--- config.mk ---
export PLATFORM = sky130hd
export DESIGN_NAME = amgc_ctrl
export DESIGN_NICKNAME = d
export VERILOG_FILES = /design/src/sv/amgc_pkg.sv /design/src/sv/amgc_ctrl.sv
export SDC_FILE = /design/constraint.sdc
export NUM_CORES = 1
export LEC_CHECK = 0
export BUFFER_PORTS_ARGS = -buffer_cell sky130_fd_sc_hd__buf_2
export CAP_MARGIN = 20
export CORE_AREA = 2 2 39 41
export DETAILED_ROUTE_END_ITERATION = 7
export DIE_AREA = 0 0 41 43
export HOLD_SLACK_MARGIN = 0.06
export SLEW_MARGIN = 15
export SYNTH_ARGS = -nofsm -noshare
export SYNTH_HDL_FRONTEND = slang
export SYNTH_SLANG_ARGS = --single-unit
--- constraint.sdc ---
create_clock -name clk -period 0.87 [get_ports clk]
set_input_delay 0.2175 -clock clk [delete_from_list [all_inputs] [get_ports clk]]
set_output_delay 0.2175 -clock clk [all_outputs]
set_load 0.005 [all_outputs]
--- src/sv/amgc_pkg.sv ---
`timescale 1ns / 1ps
// ----------------------------------------------------------------------------
// amgc_pkg
// Shared constants, class codes and controller/datapath interface types for
// the adjacency matrix graph classifier.
// ----------------------------------------------------------------------------
package amgc_pkg;

    // Default largest matrix side
    localparam int DEFAULT_MAX_SIDE = 64;

    // Fixed field widths
    localparam int ENTRY_W = 8;
    localparam int CLASS_W = 3;
    localparam int SIDE_W  = 7;

    // Graph class codes
    localparam logic [CLASS_W-1:0] CLS_SIMPLE_DIRECTED   = 3'd0;
    localparam logic [CLASS_W-1:0] CLS_MULTI_DIRECTED    = 3'd1;
    localparam logic [CLASS_W-1:0] CLS_PSEUDOGRAPH       = 3'd2;
    localparam logic [CLASS_W-1:0] CLS_SIMPLE_UNDIRECTED = 3'd3;
    localparam logic [CLASS_W-1:0] CLS_MULTI_UNDIRECTED  = 3'd4;

    // Commands from controller to datapath
    typedef struct packed {
        logic capture;   // latch entry, issue transposed read
        logic commit;    // compare, write entry, advance counters
    } amgc_cmd_t;

    // Status from datapath to controller
    typedef struct packed {
        logic last_cell; // current cell closes the matrix
    } amgc_status_t;

endpackage

--- src/sv/amgc_ctrl.sv ---
`timescale 1ns / 1ps
// ----------------------------------------------------------------------------
// amgc_ctrl
// Controller: sequences each item through read and commit, and owns the
// input ready and the output valid of the result register.
// ----------------------------------------------------------------------------
module amgc_ctrl (
    input  logic                  clk,
    input  logic                  rst_n,
    input  logic                  s_tvalid,
    output logic                  s_tready,
    output logic                  m_tvalid,
    input  logic                  m_tready,
    input  amgc_pkg::amgc_status_t status,
    output amgc_pkg::amgc_cmd_t    cmd
);
    import amgc_pkg::*;

    localparam logic ST_IDLE  = 1'b0;
    localparam logic ST_CHECK = 1'b1;

    logic state_reg;
    logic state_next;
    logic out_valid_reg;
    logic out_valid_next;
    logic commit;

    // Take an item only when no item is in flight
    assign s_tready = (state_reg == ST_IDLE);

    // Hold the closing cell while a previous result still waits
    assign commit = (state_reg == ST_CHECK) &&
                    (!status.last_cell || !out_valid_reg || m_tready);

    assign cmd.capture = s_tvalid && s_tready;
    assign cmd.commit  = commit;

    // Next state
    always_comb
    begin
        state_next = state_reg;
        unique case (state_reg)
            ST_IDLE:
            begin
                if (s_tvalid)
                begin
                    state_next = ST_CHECK;
                end
            end
            ST_CHECK:
            begin
                if (commit)
                begin
                    state_next = ST_IDLE;
                end
            end
            default:
            begin
                state_next = ST_IDLE;
            end
        endcase
    end

    // Result valid: set on the closing cell, drop once taken
    always_comb
    begin
        out_valid_next = out_valid_reg;
        if (commit && status.last_cell)
        begin
            out_valid_next = 1'b1;
        end
        else if (m_tready)
        begin
            out_valid_next = 1'b0;
        end
    end

    always_ff @(posedge clk or negedge rst_n)
    begin
        if (!rst_n)
        begin
            state_reg     <= ST_IDLE;
            out_valid_reg <= 1'b0;
        end
        else
        begin
            state_reg     <= state_next;
            out_valid_reg <= out_valid_next;
        end
    end

    assign m_tvalid = out_valid_reg;

endmodule

==> impl_metrics.sql <==
INSERT INTO impl_metrics (metric_group, metric, value, unit) VALUES
('sta', 'rsz0062_at_grt', 'true', ''),
('sta', 'slew_headroom', '91.3', '%'),
('placed_design', 'portBuffers', '8', ''),
('yosys', 'synth.area.mux_share', '0', '%'),
('detailed_routing', 'post_drt_wl_per_cell', '6.33', 'um'),
('die', 'die_y', '43', 'um'),
('cells_and_area', 'antenna_cells', '0', ''),
('die', 'floorplan.initialDensity', '7.32', '%'),
('detailed_routing', 'detail-route-antenna-nets', '0', ''),
('detailed_routing', 'number_of_drc_violations_after_detailed_routing', '0', ''),
('hold_path', 'hold_path_class', 'input pin to flip-flop', ''),
('sta', 'timing.final.ws_setup', '-0.256', 'ns'),
('worst_setup_path', 'cp-startpoint', 'state_reg$_DFF_PN0_', ''),
('sta', 'slew_viol_final', '0', ''),
('yosys', 'post_synth_instance_area', '101', 'um2'),
('worst_setup_path', 'crit_fanout', '3', ''),
('clock_tree', 'cts_buffers', '3', ''),
('hold_path', 'hold-path-endpoint', 'm_tvalid$_DFFE_PN0P_', ''),
('yosys', 'synthesis.instances', '11', ''),
('global_routing', 'antenna_found_initial', '0', ''),
('cells_and_area', 'finish.utilization', '14.0', '%'),
('yosys', 'fraction_of_registers_with_async_set_reset', '100', '%'),
('worst_setup_path', 'crit_path_end_kind', 'output pin', ''),
('clock_tree', 'cts_root_buffer', 'clkbuf_4', ''),
('detailed_routing', 'route.vias.total', '111', ''),
('clock_tree', 'clk_pin_slew', '0.03', 'ns'),
('yosys', 'synth_top_cell_by_area', 'dfrtp_1', ''),
('clock_tree', 'cts.sinks', '2', ''),
('detailed_routing', 'final_routed_wirelength', '247', 'um'),
('power', 'clkPwrFrac', '55.1', '%'),
('power', 'seq_power_share', '29.4', '%'),
('die', 'die_area', '0.00176', 'mm2'),
('yosys', 'synthesis.nets', '16', ''),
('yosys', 'post_synth.cell_area_avg', '9.21', 'um2'),
('clock_tree', 'number_of_buffers_on_the_longest_clock_path', '2', ''),
('power', 'power_switching_share', '22.7', '%'),
('power', 'power.ir.vdd_worst', '0.256', 'mV'),
('yosys', 'post_synth_fa_ha_maj_area_fraction', '0', '%'),
('yosys', 'synthesis.yosys.warnings', '0', ''),
('yosys', 'yosys.cell_types.count', '8', ''),
('hold_path', 'hold_depth', '3', ''),
('clock_tree', 'ctsHtreeMaxLevel', '1', ''),
('yosys', 'synth-seq-cells', '2', ''),
('die', 'fp.dieW', '41', 'um'),
('worst_setup_path', 'startpoint_class', 'flip-flop', ''),
('yosys', 'yosys_most_used_dff', 'dfrtp_1', ''),
('outcome', 'violations', 'setup timing', ''),
('cells_and_area', 'drive_gt1_share', '60.9', '%'),
('worst_setup_path', 'r2r_cell_count', '3', ''),
('detailed_routing', 'dr.pass1.iters', '2', ''),
('sta', 'final_hold_viol_count', '0', ''),
('outcome', 'run_status', 'finished, violations left', ''),
('die', 'row_count', '14', ''),
('sta', 'fin_crit_sh', '129', '%'),
('power', 'cell_internal_pwr', '291', 'uW'),
('hold_path', 'hold_sp', 'status', ''),
('power', 'power_leakage', '0.105', 'nW'),
('clock_tree', 'post_cts.resized_instances', '0', ''),
('yosys', 'synth_top_family_by_area', 'simple AND/OR/NAND/NOR gates', ''),
('die', 'core-area', '0.00138', 'mm2'),
('worst_setup_path', 'critical_path.reg2reg.endpoint', 'state_reg$_DFF_PN0_', ''),
('placed_design', 'place.gp.congestion', '0.456', ''),
('clock_tree', 'tritoncts', 'done', ''),
('global_routing', 'grt_first_pass_wirelength', '296', 'um'),
('cells_and_area', 'design_area', '194', 'um2'),
('die', 'ioPinCount', '9', ''),
('global_routing', 'first_global_vias', '89', ''),
('power', 'cellPowerDensity', '1940', 'mW/mm2'),
('sta', 'finalSetupViolCount', '4', ''),
('yosys', 'synth_xor_area_share', '0', '%'),
('cells_and_area', 'nNetsFinal', '30', '');
what timing repair did:
action                                  CTS  global route
hold buffers                              1             0
pin swaps                                 0             0
buffers inserted                          0             1
hold endpoints to repair                  2             0
endpoints found under the setup margin    4             4
critical path, cell delays in order (launching register included):
cell     delay [ns]
dfrtp_1        0.37
inv_2          0.04
a31oi_1        0.13
buf_2          0.13
through the flow:
stage / power, mW / hold slack, ns / std cells / TNS (ns) / setup slack, ns
3_5_place_dp: 0.163 / 0.0107 / 34 / -0.0304 / -0.0304
6_report: 0.376 / 0.240 / 39 / -0.660 / -0.256
5_1_grt: 0.402 / 0.281 / 39 / -0.864 / -0.346
3_3_place_gp: 0.162 / 0.00691 / 34 / -0.0106 / -0.0106
4_1_cts: 0.388 / 0.237 / 38 / -0.718 / -0.278
2_1_floorplan: 0.139 / -0.0781 / 11 / -0.00640 / -0.00640
kinds of logic (layout without fill, tap and decap cells):
logic type / count (synthesis) / in the layout
AO/OA/AOI/OAI: 2 / 2
flip-flops: 2 / 2
AND/OR/NAND/NOR: 4 / 4
buffers and inverters: 3 / 15
layout by cell type (no fill, tap or decap):
cell type      synthesis  layout
dfrtp_1                2       2
nand2_1                2       2
inv_2                  0       1
inv_1                  2       1
o21bai_1               1       1
buf_2                  0       8
dlygate4sd3_1          0       1
nor2b_2                1       1
a31oi_1                1       1
nand2b_1               1       1
clkbuf_4               0       3
buf_4                  1       1
worst max-delay path by stage:
stage          cells past startpoint      to  slack (ns)
2_1_floorplan                      3  cmd[0]      -0.006
3_3_place_gp                       3  cmd[0]       -0.01
3_5_place_dp                       3  cmd[0]       -0.03
4_1_cts                            3  cmd[0]       -0.28
5_1_grt                            3  cmd[0]       -0.35
6_report                           3  cmd[0]       -0.26
cell type report:
cell class	count	area, um2	share of cell area, %
Inverter	2	7.51	3.87
Sequential cell	2	50.0	25.8
Clock buffer	3	22.5	11.6
Timing Repair Buffer	10	57.6	29.7
Multi-Input combinational cell	6	36.3	18.7
Tap cell	16	20.0	10.3
metal layers:
| layer | track usage (%) | part of all wire [%] | vias to the layer above |
|---|---|---|---|
| li1 | - | - | 58 |
| met3 | 4.71 | 23 | 0 |
| met2 | 3.44 | 35 | 9 |
| met4 | 4.00 | 0 | 0 |
| met5 | 0 | 0 | - |
| met1 | 2.56 | 42 | 44 |
power groups by stage:
stage / sequential, mW / combinational [mW] / clock (mW)
after detailed placement: 0.112 / 0.0514 / 0
after global routing: 0.112 / 0.0706 / 0.219
after global placement: 0.112 / 0.0504 / 0
after CTS: 0.110 / 0.0550 / 0.222
after floorplan: 0.112 / 0.0270 / 0
final: 0.110 / 0.0584 / 0.207
No activity file was read; power rests on OpenSTA's default activity.
